--- src/hdl/tsa_pkg.sv ---
package tsa_pkg;

	localparam int DIM_W       = 13;
	localparam int POS_W       = 12;
	localparam int ADDR_W      = 24;
	localparam int QUO_W       = 26;
	localparam int DVS_W       = 14;
	localparam int RECIP_SHIFT = 25;
	localparam int IDX_W       = 2;

	localparam logic [IDX_W-1:0] REG_WIDTH  = 2'd0;
	localparam logic [IDX_W-1:0] REG_HEIGHT = 2'd1;
	localparam logic [IDX_W-1:0] REG_TILES  = 2'd2;

	typedef struct packed {
		logic [DIM_W-1:0] dim;
		logic [DIM_W-1:0] dim_last;
		logic [DIM_W-1:0] span;
		logic [DIM_W-1:0] base;
		logic [DVS_W-1:0] base_p1;
		logic [QUO_W-1:0] m_big;
		logic [QUO_W-1:0] m_small;
		logic [DIM_W-1:0] n;
	} axis_cfg_t;

endpackage

--- src/hdl/tsa_if.sv ---
interface tsa_req_if;
	logic        valid;
	logic        ready;
	logic [11:0] out_row;
	logic [11:0] out_col;

	modport source (output valid, output out_row, output out_col, input ready);
	modport sink (input valid, input out_row, input out_col, output ready);
endinterface

interface tsa_res_if;
	logic        valid;
	logic        ready;
	logic [11:0] src_row;
	logic [11:0] src_col;
	logic [23:0] src_address;

	modport source (output valid, output src_row, output src_col, output src_address,
		input ready);
	modport sink (input valid, input src_row, input src_col, input src_address,
		output ready);
endinterface

--- src/hdl/tsa_div.sv ---
module tsa_div (
	input  logic                           clk,
	input  logic                           arst_n,
	input  logic                           start,
	input  logic [tsa_pkg::QUO_W-1:0]      dividend,
	input  logic [tsa_pkg::DVS_W-1:0]      divisor,
	output logic                           done,
	output logic [tsa_pkg::QUO_W-1:0]      quotient,
	output logic [tsa_pkg::DVS_W-1:0]      remainder
);

	logic [4:0]                      cnt_q;
	logic                            done_q;
	logic [tsa_pkg::DVS_W-1:0]       rem_q;
	logic [tsa_pkg::QUO_W-1:0]       quo_q;
	logic [tsa_pkg::DVS_W-1:0]       div_q;
	logic [tsa_pkg::DVS_W+1:0]       trial;
	logic                            neg;

	assign trial = {1'b0, rem_q, quo_q[tsa_pkg::QUO_W-1]} - {2'b00, div_q};
	assign neg   = trial[tsa_pkg::DVS_W+1];

	always_ff @(posedge clk or negedge arst_n) begin
		if (!arst_n) begin
			cnt_q  <= '0;
			done_q <= 1'b0;
		end else begin
			done_q <= 1'b0;
			if (start) begin
				cnt_q <= 5'(tsa_pkg::QUO_W);
			end else if (cnt_q != '0) begin
				cnt_q <= cnt_q - 5'd1;
				if (cnt_q == 5'd1) begin
					done_q <= 1'b1;
				end
			end
		end
	end

	always_ff @(posedge clk) begin
		if (start) begin
			rem_q <= '0;
			quo_q <= dividend;
			div_q <= divisor;
		end else if (cnt_q != '0) begin
			rem_q <= neg ? {rem_q[tsa_pkg::DVS_W-2:0], quo_q[tsa_pkg::QUO_W-1]}
				: trial[tsa_pkg::DVS_W-1:0];
			quo_q <= {quo_q[tsa_pkg::QUO_W-2:0], ~neg};
		end
	end

	assign done      = done_q;
	assign quotient  = quo_q;
	assign remainder = rem_q;

endmodule

--- src/hdl/tsa_cfg.sv ---
module tsa_cfg #(
	parameter int MAX_DIM = 4096
) (
	input  logic                           clk,
	input  logic                           arst_n,
	input  logic                           cfg_we,
	input  logic [tsa_pkg::IDX_W-1:0]      cfg_index,
	input  logic [tsa_pkg::DIM_W-1:0]      cfg_data,
	output tsa_pkg::axis_cfg_t             row_cfg,
	output tsa_pkg::axis_cfg_t             col_cfg,
	output logic                           ready
);

	localparam logic [tsa_pkg::DIM_W-1:0] MaxDimW =
		(MAX_DIM > 8191) ? 13'h1FFF : 13'(MAX_DIM);

	localparam logic [2:0] ST_IDLE  = 3'd0;
	localparam logic [2:0] ST_BASE  = 3'd1;
	localparam logic [2:0] ST_SPAN  = 3'd2;
	localparam logic [2:0] ST_BIG   = 3'd3;
	localparam logic [2:0] ST_SMALL = 3'd4;

	localparam logic [tsa_pkg::QUO_W-1:0] RecipOne = 26'(1) << tsa_pkg::RECIP_SHIFT;

	function automatic logic [tsa_pkg::DIM_W-1:0] clamp_reg(
		input logic [tsa_pkg::DIM_W-1:0] v);
		logic [tsa_pkg::DIM_W-1:0] r;
		r = v;
		if (v == '0) begin
			r = 13'd1;
		end else if (v > MaxDimW) begin
			r = MaxDimW;
		end
		return r;
	endfunction

	logic [2:0]                    state_q;
	logic                          dirty_q;
	logic                          axis_q;
	logic                          start_q;
	logic [tsa_pkg::DIM_W-1:0]     width_q;
	logic [tsa_pkg::DIM_W-1:0]     height_q;
	logic [tsa_pkg::DIM_W-1:0]     tiles_q;

	logic [tsa_pkg::DIM_W-1:0]     dim_q;
	logic [tsa_pkg::DIM_W-1:0]     n_q;
	logic [tsa_pkg::DIM_W-1:0]     base_q;
	logic [tsa_pkg::DIM_W-1:0]     extra_q;
	logic [tsa_pkg::DIM_W-1:0]     span_q;
	logic [tsa_pkg::QUO_W-1:0]     m_big_q;
	logic [tsa_pkg::QUO_W-1:0]     dividend_q;
	logic [tsa_pkg::DVS_W-1:0]     divisor_q;
	tsa_pkg::axis_cfg_t            row_cfg_q;
	tsa_pkg::axis_cfg_t            col_cfg_q;

	logic                          div_done;
	logic [tsa_pkg::QUO_W-1:0]     quotient;
	logic [tsa_pkg::DVS_W-1:0]     remainder;
	logic [tsa_pkg::DVS_W-1:0]     base_p1;
	logic [27:0]                   span_full;
	tsa_pkg::axis_cfg_t            cur;

	tsa_div u_div (
		.clk       (clk),
		.arst_n    (arst_n),
		.start     (start_q),
		.dividend  (dividend_q),
		.divisor   (divisor_q),
		.done      (div_done),
		.quotient  (quotient),
		.remainder (remainder)
	);

	assign base_p1   = {1'b0, base_q} + 14'd1;
	assign span_full = 28'(extra_q) * 28'(base_p1);

	always_comb begin
		cur.dim      = dim_q;
		cur.dim_last = dim_q - 13'd1;
		cur.span     = span_q;
		cur.base     = base_q;
		cur.base_p1  = base_p1;
		cur.m_big    = m_big_q;
		cur.m_small  = quotient;
		cur.n        = n_q;
	end

	always_ff @(posedge clk or negedge arst_n) begin
		if (!arst_n) begin
			state_q  <= ST_IDLE;
			dirty_q  <= 1'b1;
			axis_q   <= 1'b0;
			start_q  <= 1'b0;
			width_q  <= 13'd1;
			height_q <= 13'd1;
			tiles_q  <= 13'd1;
		end else begin
			start_q <= 1'b0;
			unique case (state_q)
				ST_IDLE: begin
					if (dirty_q) begin
						dirty_q <= 1'b0;
						axis_q  <= 1'b0;
						start_q <= 1'b1;
						state_q <= ST_BASE;
					end
				end
				ST_BASE: begin
					if (div_done) begin
						state_q <= ST_SPAN;
					end
				end
				ST_SPAN: begin
					start_q <= 1'b1;
					state_q <= ST_BIG;
				end
				ST_BIG: begin
					if (div_done) begin
						start_q <= 1'b1;
						state_q <= ST_SMALL;
					end
				end
				ST_SMALL: begin
					if (div_done) begin
						if (!axis_q) begin
							axis_q  <= 1'b1;
							start_q <= 1'b1;
							state_q <= ST_BASE;
						end else begin
							state_q <= ST_IDLE;
						end
					end
				end
				default: state_q <= ST_IDLE;
			endcase
			if (cfg_we) begin
				unique case (cfg_index)
					tsa_pkg::REG_WIDTH:  width_q  <= cfg_data;
					tsa_pkg::REG_HEIGHT: height_q <= cfg_data;
					tsa_pkg::REG_TILES:  tiles_q  <= cfg_data;
					default: ;
				endcase
				dirty_q <= 1'b1;
			end
		end
	end

	always_ff @(posedge clk) begin
		unique case (state_q)
			ST_IDLE: begin
				if (dirty_q) begin
					dim_q      <= clamp_reg(height_q);
					n_q        <= clamp_reg(tiles_q);
					dividend_q <= 26'(clamp_reg(height_q));
					divisor_q  <= 14'(clamp_reg(tiles_q));
				end
			end
			ST_BASE: begin
				if (div_done) begin
					base_q  <= quotient[tsa_pkg::DIM_W-1:0];
					extra_q <= remainder[tsa_pkg::DIM_W-1:0];
				end
			end
			ST_SPAN: begin
				span_q     <= span_full[tsa_pkg::DIM_W-1:0];
				dividend_q <= RecipOne;
				divisor_q  <= base_p1;
			end
			ST_BIG: begin
				if (div_done) begin
					m_big_q   <= quotient;
					divisor_q <= (base_q == '0) ? 14'd1 : {1'b0, base_q};
				end
			end
			ST_SMALL: begin
				if (div_done) begin
					if (!axis_q) begin
						row_cfg_q  <= cur;
						dim_q      <= clamp_reg(width_q);
						dividend_q <= 26'(clamp_reg(width_q));
						divisor_q  <= 14'(n_q);
					end else begin
						col_cfg_q <= cur;
					end
				end
			end
			default: ;
		endcase
	end

	assign row_cfg = row_cfg_q;
	assign col_cfg = col_cfg_q;
	assign ready   = (state_q == ST_IDLE) && !dirty_q;

endmodule

--- src/hdl/tsa_axis.sv ---
module tsa_axis (
	input  logic                           clk,
	input  tsa_pkg::axis_cfg_t             cfg,
	input  logic [4:0]                     adv,
	input  logic [tsa_pkg::POS_W-1:0]      pos,
	output logic [tsa_pkg::DIM_W-1:0]      src
);

	logic [tsa_pkg::DIM_W-1:0]     pos_w;
	logic [tsa_pkg::DIM_W-1:0]     pos_c;
	logic [tsa_pkg::DIM_W-1:0]     pos_off;
	logic                          big;

	logic [tsa_pkg::POS_W-1:0]     x_s1, x_s2;
	logic [tsa_pkg::DVS_W-1:0]     d_s1, d_s2, d_s3;
	logic [tsa_pkg::QUO_W-1:0]     m_s1;
	logic [tsa_pkg::POS_W-1:0]     q_s2;
	logic [tsa_pkg::POS_W-1:0]     r_s3;
	logic [tsa_pkg::POS_W-1:0]     local_s4;
	logic [tsa_pkg::DIM_W-1:0]     src_s5;

	logic [37:0]                   prod;
	logic [25:0]                   qd;
	logic [24:0]                   lm;

	// clamp to the last pixel, then pick the wide or narrow tile region
	assign pos_w   = {1'b0, pos};
	assign pos_c   = (pos_w > cfg.dim_last) ? cfg.dim_last : pos_w;
	assign big     = pos_c < cfg.span;
	assign pos_off = pos_c - cfg.span;

	always_ff @(posedge clk) begin
		if (adv[0]) begin
			x_s1 <= big ? pos_c[tsa_pkg::POS_W-1:0] : pos_off[tsa_pkg::POS_W-1:0];
			d_s1 <= big ? cfg.base_p1 : {1'b0, cfg.base};
			m_s1 <= big ? cfg.m_big : cfg.m_small;
		end
	end

	// quotient estimate by reciprocal, low by at most one
	assign prod = 38'(x_s1) * 38'(m_s1);

	always_ff @(posedge clk) begin
		if (adv[1]) begin
			q_s2 <= prod[tsa_pkg::RECIP_SHIFT +: tsa_pkg::POS_W];
			x_s2 <= x_s1;
			d_s2 <= d_s1;
		end
	end

	assign qd = 26'(q_s2) * 26'(d_s2);

	always_ff @(posedge clk) begin
		if (adv[2]) begin
			r_s3 <= x_s2 - qd[tsa_pkg::POS_W-1:0];
			d_s3 <= d_s2;
		end
	end

	always_ff @(posedge clk) begin
		if (adv[3]) begin
			local_s4 <= ({2'b00, r_s3} >= d_s3) ? r_s3 - d_s3[tsa_pkg::POS_W-1:0] : r_s3;
		end
	end

	assign lm = 25'(local_s4) * 25'(cfg.n);

	always_ff @(posedge clk) begin
		if (adv[4]) begin
			src_s5 <= lm[tsa_pkg::DIM_W-1:0];
		end
	end

	assign src = src_s5;

endmodule

--- src/hdl/image_tile_source_address_top.sv ---
// Tile source address generator: for each output pixel (row, column) it returns the
// source row, source column and linear source address of an N-by-N tiling of the image
// subsampled by N. Sustained rate is one item per clock unless result.ready is low or
// the configuration is busy. An item loads the first of six pipeline stages (clamp and
// select, reciprocal multiply, back-multiply, correction, scale by N, address
// multiply-add) at the edge that takes it. After reset and after every register write
// it computes per-axis tile sizes and reciprocals on one shared bit-serial divider
// (six divisions), holding ready low meanwhile; register writes are taken at any time.
module image_tile_source_address_top #(
	parameter int MAX_DIM = 4096
) (
	input  logic                           clk,
	input  logic                           arst_n,
	input  logic                           cfg_we,
	input  logic [tsa_pkg::IDX_W-1:0]      cfg_index,
	input  logic [tsa_pkg::DIM_W-1:0]      cfg_data,
	tsa_req_if.sink                        request,
	tsa_res_if.source                      result
);

	tsa_pkg::axis_cfg_t            row_cfg;
	tsa_pkg::axis_cfg_t            col_cfg;
	logic                          cfg_ready;

	logic                          v_s1, v_s2, v_s3, v_s4, v_s5, v_s6;
	logic [5:0]                    adv;
	logic [tsa_pkg::DIM_W-1:0]     row_src;
	logic [tsa_pkg::DIM_W-1:0]     col_src;
	logic [25:0]                   addr_full;
	logic [tsa_pkg::POS_W-1:0]     row_s6, col_s6;
	logic [tsa_pkg::ADDR_W-1:0]    addr_s6;

	tsa_cfg #(
		.MAX_DIM (MAX_DIM)
	) u_cfg (
		.clk       (clk),
		.arst_n    (arst_n),
		.cfg_we    (cfg_we),
		.cfg_index (cfg_index),
		.cfg_data  (cfg_data),
		.row_cfg   (row_cfg),
		.col_cfg   (col_cfg),
		.ready     (cfg_ready)
	);

	// a stage moves when it is empty or the next one moves
	assign adv[5] = !v_s6 || result.ready;
	assign adv[4] = !v_s5 || adv[5];
	assign adv[3] = !v_s4 || adv[4];
	assign adv[2] = !v_s3 || adv[3];
	assign adv[1] = !v_s2 || adv[2];
	assign adv[0] = !v_s1 || adv[1];

	assign request.ready = adv[0] && cfg_ready;

	tsa_axis u_row (
		.clk (clk),
		.cfg (row_cfg),
		.adv (adv[4:0]),
		.pos (request.out_row),
		.src (row_src)
	);

	tsa_axis u_col (
		.clk (clk),
		.cfg (col_cfg),
		.adv (adv[4:0]),
		.pos (request.out_col),
		.src (col_src)
	);

	always_ff @(posedge clk or negedge arst_n) begin
		if (!arst_n) begin
			v_s1 <= 1'b0;
			v_s2 <= 1'b0;
			v_s3 <= 1'b0;
			v_s4 <= 1'b0;
			v_s5 <= 1'b0;
			v_s6 <= 1'b0;
		end else begin
			if (adv[0]) v_s1 <= request.valid && cfg_ready;
			if (adv[1]) v_s2 <= v_s1;
			if (adv[2]) v_s3 <= v_s2;
			if (adv[3]) v_s4 <= v_s3;
			if (adv[4]) v_s5 <= v_s4;
			if (adv[5]) v_s6 <= v_s5;
		end
	end

	assign addr_full = 26'(row_src) * 26'(col_cfg.dim) + 26'(col_src);

	always_ff @(posedge clk) begin
		if (adv[5]) begin
			row_s6  <= row_src[tsa_pkg::POS_W-1:0];
			col_s6  <= col_src[tsa_pkg::POS_W-1:0];
			addr_s6 <= addr_full[tsa_pkg::ADDR_W-1:0];
		end
	end

	assign result.valid       = v_s6;
	assign result.src_row     = row_s6;
	assign result.src_col     = col_s6;
	assign result.src_address = addr_s6;

`ifndef SYNTHESIS
	a_accept_enters: assert property (@(posedge clk) disable iff (!arst_n)
		request.valid && request.ready |=> v_s1)
		else $error("accepted item did not enter the first stage");

	a_stall_holds: assert property (@(posedge clk) disable iff (!arst_n)
		v_s5 && !adv[4] |=> v_s5)
		else $error("stalled item lost from stage five");

	a_no_invent: assert property (@(posedge clk) disable iff (!arst_n)
		v_s6 && result.ready |=> !v_s6 || $past(v_s5))
		else $error("result appeared without an item behind it");
`endif

endmodule

--- src/flat_wrapper.sv ---
// flat-port wrapper written by rule: the top's interface ports become plain ports
module image_tile_source_address_top_flat 
#(
	parameter int MAX_DIM = 4096
)
  (clk, arst_n, cfg_we, cfg_index, cfg_data, request_valid, request_out_row, request_out_col, request_ready, result_valid, result_src_row, result_src_col, result_src_address, result_ready);
  tsa_req_if request_i ();
  tsa_res_if result_i ();
  input  logic clk;
  input  logic arst_n;
  input  logic cfg_we;
  input  logic [tsa_pkg::IDX_W-1:0] cfg_index;
  input  logic [tsa_pkg::DIM_W-1:0] cfg_data;
  input wire logic [$bits(request_i.valid)-1:0] request_valid;
  input wire logic [$bits(request_i.out_row)-1:0] request_out_row;
  input wire logic [$bits(request_i.out_col)-1:0] request_out_col;
  output wire logic [$bits(request_i.ready)-1:0] request_ready;
  output wire logic [$bits(result_i.valid)-1:0] result_valid;
  output wire logic [$bits(result_i.src_row)-1:0] result_src_row;
  output wire logic [$bits(result_i.src_col)-1:0] result_src_col;
  output wire logic [$bits(result_i.src_address)-1:0] result_src_address;
  input wire logic [$bits(result_i.ready)-1:0] result_ready;
  assign request_i.valid = request_valid;
  assign request_i.out_row = request_out_row;
  assign request_i.out_col = request_out_col;
  assign request_ready = request_i.ready;
  assign result_valid = result_i.valid;
  assign result_src_row = result_i.src_row;
  assign result_src_col = result_i.src_col;
  assign result_src_address = result_i.src_address;
  assign result_i.ready = result_ready;
  image_tile_source_address_top #(.MAX_DIM(MAX_DIM)) u_core (.clk(clk), .arst_n(arst_n), .cfg_we(cfg_we), .cfg_index(cfg_index), .cfg_data(cfg_data), .request(request_i), .result(result_i));
endmodule
--- config.mk ---
export PLATFORM = sky130hd
export DESIGN_NAME = image_tile_source_address_top_flat
export DESIGN_NICKNAME = d
export VERILOG_FILES = /design/src/hdl/tsa_pkg.sv /design/src/hdl/tsa_if.sv /design/src/hdl/tsa_div.sv /design/src/hdl/tsa_cfg.sv /design/src/hdl/tsa_axis.sv /design/src/hdl/image_tile_source_address_top.sv /design/src/flat_wrapper.sv
export SDC_FILE = /design/constraint.sdc
export NUM_CORES = 2
export LEC_CHECK = 0
export BUFFER_PORTS_ARGS = -buffer_cell sky130_fd_sc_hd__buf_2
export CORE_UTILIZATION = 54
export DETAILED_ROUTE_END_ITERATION = 12
export PLACE_DENSITY = 0.81
export RECOVER_POWER = 25
export SLEW_MARGIN = 30
export SYNTH_ARGS = -nofsm -noshare
export SYNTH_HDL_FRONTEND = slang
export SYNTH_HIERARCHICAL = 1
export SYNTH_SLANG_ARGS = --single-unit
--- constraint.sdc ---
create_clock -name clk -period 12.9 [get_ports clk]
set_input_delay 0.645 -clock clk [delete_from_list [all_inputs] [get_ports clk]]
set_output_delay 0.645 -clock clk [all_outputs]
set_load 0.02 [all_outputs]
**Yosys cells after proc, flatten, opt, wreduce, memory -nomap -nowiden**

Index checks and enable logic that the tools add are counted.

- $add $sub $neg: 11
- $mul: 8
- Order comparisons: 9
- Eq/ne operators: 12
- Mux-type cells: 54
- Bitwise operators: 2
- Reductions and logical operators: 41

Operators with widths:

| operator | count |
|---|---|
| 13-bit two-way mux | 14 |
| 26-bit two-way mux | 7 |
| 26-bit one-hot mux with 3 select lines | 1 |
| 12-bit by 26-bit multiplier with 37-bit output | 2 |
| 12-bit subtractor | 6 |
| 14-bit two-way mux | 5 |
| 14-bit one-hot mux with 4 select lines | 1 |
| 13-bit zero test | 4 |
| 12-bit two-way mux | 4 |
| 13-bit > comparator (second input constant) | 3 |
| 12-bit by 14-bit >= comparator with 1-bit output | 2 |
| 12-bit by 14-bit multiplier with 12-bit output | 2 |
| 12-bit by 13-bit > comparator with 1-bit output | 2 |
| 13-bit < comparator | 2 |
| 12-bit by 13-bit multiplier with 13-bit output | 2 |
| 13-bit one-hot mux with 2 select lines | 1 |
| 24-bit by 13-bit adder with 24-bit output | 1 |
| 13-bit by 13-bit multiplier with 24-bit output | 1 |
| 15-bit by 14-bit subtractor with 16-bit output | 1 |
| 3-bit one-hot mux with 5 select lines | 1 |
| 13-bit by 1-bit adder with 14-bit output (second input constant) | 1 |
| 13-bit by 14-bit multiplier with 13-bit output | 1 |
| 13-bit by 1-bit subtractor with 13-bit output (second input constant) | 1 |
| 1-bit two-way mux | 12 |
| 27 further kinds | 60 |

- Flip-flop bits (word level): 821
- Input bits: 44
- Output and inout bits: 50
- Logic and storage cells: 203

**Depth between registers and ports, before layout**

- Depth in word-level cells: 8
- Gate-level depth with buffers: 23
- Mapped depth without buffers: 21

**Cells and area by module**

The synthesis kept the hierarchy.

By module, submodules not included:

| module | times used | cells an instance | area an instance (µm²) | seq. area each (µm²) |
|---|---|---|---|---|
| tsa_axis at u_core.u_row | 1 | 2079 | 20538.4 | 4234.1 |
| tsa_axis at u_core.u_col | 1 | 2089 | 20318.2 | 4234.1 |
| tsa_cfg | 1 | 1030 | 17225.3 | 12572.1 |
| image_tile_source_address_top | 1 | 775 | 7722.4 | 1591.5 |
| tsa_div | 1 | 265 | 3158.0 | 1631.6 |

**Worst setup path before layout**

Ideal clock, no wire load.

- Kind: register to register
- Start: register u_core.u_cfg.state_q[1]
- End: register u_core/u_cfg/divisor_q[0] in the netlist's numbering (enable)
- Setup time: 0.371 ns
- Data arrival time: 7.739 ns
- Required time: 12.529 ns
- Slack: 4.790 ns
- Cell stages (with the launch flop): 7
- Buffers on the path: 0
- Clock period less this slack: 8.110 ns
- Cell sequence: dfrtp_1 nand2b_1 nor2_1 nand2_1 nor2_1 or3_1 nand2b_1

- Cells in the longest elaborated chain, start to end: 3
- Elaborated cells between the ends (all ways): 10
- Those cells by class: eq/ne: 7; reduce/logical: 3

RTL lines:

| element | RTL line | RTL |
|---|---|---|
| start, declared | tsa_cfg.sv:37 | `logic [2:0] state_q;` |
| start signal, assigned | tsa_cfg.sv:90 | `state_q <= ST_IDLE;` |
| start signal, assigned | tsa_cfg.sv:105 | `state_q <= ST_BASE;` |
| start signal, assigned | tsa_cfg.sv:110 | `state_q <= ST_SPAN;` |
| 3-bit == test (tied with other cells) | tsa_cfg.sv:149 | `unique case (state_q)` |
| 4-bit nonzero test (no line) (tied with other cells) | - |  |
| 5-bit AND reduction (no line) (*) | - |  |
| end signal, assigned | tsa_cfg.sv:155 | `divisor_q <= 14'(clamp_reg(tiles_q));` |
| end signal, assigned | tsa_cfg.sv:167 | `divisor_q <= base_p1;` |
| end signal, assigned | tsa_cfg.sv:172 | `divisor_q <= (base_q == '0) ? 14'd1 : {1'b0, base_q};` |
| end, declared | tsa_cfg.sv:52 | `logic [tsa_pkg::DVS_W-1:0] divisor_q;` |

Mark *: on every way between the ends. The rest lies on a longest branch, timed or not.
A chain may end at the register's enable or synchronous reset.

**Final worst setup path**

- Start: register u_core/u_col/x_s1[4] in the netlist's numbering
- End: register u_core/u_col/q_s2[10] in the netlist's numbering (data pin)

- Cells in the longest elaborated chain, start to end: 1

RTL lines:

| element | RTL line | RTL |
|---|---|---|
| start, declared | tsa_axis.sv:14 | `logic [tsa_pkg::POS_W-1:0] x_s1, x_s2;` |
| start signal, assigned | tsa_axis.sv:34 | `x_s1 <= big ? pos_c[tsa_pkg::POS_W-1:0] : pos_off[tsa_pkg::POS_W-1:0];` |
| 12-bit by 26-bit multiplier with 37-bit output | tsa_axis.sv:41 | `assign prod = 38'(x_s1) * 38'(m_s1);` |
| via u_core.u_col.prod[35] | tsa_axis.sv:22 | `logic [37:0] prod;` |
| end signal, assigned | tsa_axis.sv:45 | `q_s2 <= prod[tsa_pkg::RECIP_SHIFT +: tsa_pkg::POS_W];` |
| end, declared | tsa_axis.sv:17 | `logic [tsa_pkg::POS_W-1:0] q_s2;` |

The timed path passes the listed nets, and every way through them passes these cells.

==> flow_summary.yaml <==
run_status:
  status: "finished, violations left"
  failed_checks: "capacitance limit, slew limit"
sta:
  max_freq_ghz: 0.144
  worst_pin_slew_ns: 3.31
  hold_viol_final: 0
  fin_skew_ns: 0.0686
  slew_headroom: -1.20
  period_needed_ns: 6.96
  period_share: 0.540
  tns_ns: 0
  fin_ws_ns: 5.94
  rsz0062_at_grt: "no"
  setup_viol: 0
  holdWs_ns: 0.223
  report.final.slew_viol_count: 364
setup_path:
  timing.rr.start: "u_core/u_col/x_s1[4]"
  worstRegToRegCells: 19
  path_delay_family: "adder cells"
  critPathMaxStageDelay_ns: 1.22
  crit_start: "u_core/u_col/x_s1[4]"
  cp-endpoint: "u_core/u_col/q_s2[10]"
  cp.arrival_ns: 7.40
  cp_common_cell: "fa_1"
  cp-start-kind: "register"
  critical_path.max_fanout: 27
  path_class: "reg2reg"
  cp_num_buf_inv: 4
  cp.required_ns: 13.34
  end_kind: "register"
  crit_cells: 19
  crit_slowest_cell: "clkbuf_1"
  rr_endpoint: "u_core/u_col/q_s2[10]"
  r2r_slack_ns: 5.94
  path_cells: "clkbuf_1 -> nand2_1 -> fa_1 -> fa_1 -> inv_1 -> fa_1 -> fa_1 -> inv_1 -> fa_1 -> inv_1 -> ha_1 -> nand4_1 -> nor4_1 -> o2111ai_1 -> and4_1 -> a21oi_1 -> o21ai_0 -> and2b_1 -> xnor2_1"
finish:
  drive_above_1_share: 0.0759
  final_common_cell: "inv_1"
  stdcell_area_mm2: 0.0732
  syn_to_final_growth_pct: 6.81
  nNetsFinal: 7603
  final_cell_mix: "inv_1, nand2_1, fa_1"
  nFillCells: 9777
clocking:
  ctsHoldBuffers: 0
  cts.sinks: 809
  numCtsBuffers: 83
  cts_setup_buffers: 0
  cts_tree: "yes"
  htreeDepth: 3
  cts_root_buf: "clkbuf_16"
  cts_buffer_depth: 3
  cts.clk_slew.worst_paths_ns: 0.06
  clk_latency_ns: 0.70
  cts-resized-gates: 0
route:
  vias_per_cell: 5.65
  routed_wl_um: 161000
  antenna_left: 0
  first_iter_violations: 3958
  firstDrtPassIters: 6
  wire_per_inst_um: 20.3
  via_count: 44876
  drc: 0
global_routing:
  antenna_found_initial: 10
  top_usage_layer: "met2"
  grt_first_pass_wirelength_um: 258000
  met1_usage: 0.340
  grt_max_degree: 78
  grt_pass1_vias: 47495
  grt_overflow_total: 0
  grt_usage: 0.260
  use_met3: 0.0352
  grtUsageMet2: 0.435
die:
  dieHeight_um: 358
  start_util: 0.545
  io_pins: 94
  coreArea_mm2: 0.126
  rows: 130
  dieArea_mm2: 0.128
  die_w_um: 358
synth:
  yosysWarnings: 6
  synth_cells: 6225
  syn_area_mm2: 0.0686
  avgSynthCellArea_um2: 11.0
placement:
  place_ws_ns: 6.27
  hpwl_um: 121000
  gp_congestion: 0.937
  place_area_mm2: 0.0706
  io_buffers: 93
job:
  drv_cap: 12
worst_hold_path:
  hold_path_class: "in2reg"
-- layout make-up --
class                           count  area [um2]  share of cell area
Multi-Input combinational cell   4028       39500               0.539
Sequential cell                   809       23900               0.326
Inverter                         1164        4370              0.0597
Clock buffer                      109        2230              0.0304
Tap cell                         1650        2060              0.0282
Timing Repair Buffer              132         729             0.00996
Clock inverter                     40         463             0.00632
Antenna cell                        4        10.0            0.000137
-- how the worst min path moves through the flow --
stage	startpoint	depth (start not counted)	end	slack (ns)
6_report	cfg_data[0]	2	u_core/u_cfg/tiles_q[0]	0.22
5_1_grt	cfg_data[12]	2	u_core/u_cfg/tiles_q[12]	0.21
4_1_cts	arst_n	2	u_core/u_cfg/u_div/cnt_q[2]	0.1
3_5_place_dp	u_core/u_col/d_s1[2]	0	u_core/u_col/d_s2[2]	0.40
3_3_place_gp	u_core/u_cfg/divisor_q[11]	0	u_core/u_cfg/u_div/div_q[11]	0.40
2_1_floorplan	arst_n	0	u_core/result.valid	0.35
-- registers in the layout (all words and copies together), names as in the netlist, 24 cells and up --
register / cells
u_core/u_col/m_s1: 26
u_core/u_cfg/col_cfg: 131
u_core/u_cfg/u_div/quotient: 26
u_core/u_cfg/row_cfg: 118
u_core/u_cfg/m_big_q: 26
u_core/u_row/m_s1: 26
u_core/result.src_address: 24
-- metrics by stage --
stage,util,instances
2_1_floorplan,-,6236
3_3_place_gp,0.561,7779
3_5_place_dp,0.561,7780
4_1_cts,0.583,7929
5_1_grt,0.582,7933
6_report,0.583,7936
-- metal layers --
layer | routed length, um | vias up
li1 | - | 19742
met4 | 7180 | 4
met2 | 78400 | 2021
met1 | 63600 | 22704
met3 | 12200 | 405
met5 | 31 | -
Power is not shown: default switching activity piles up to over one toggle a cycle in this logic, so the estimate is an artifact.
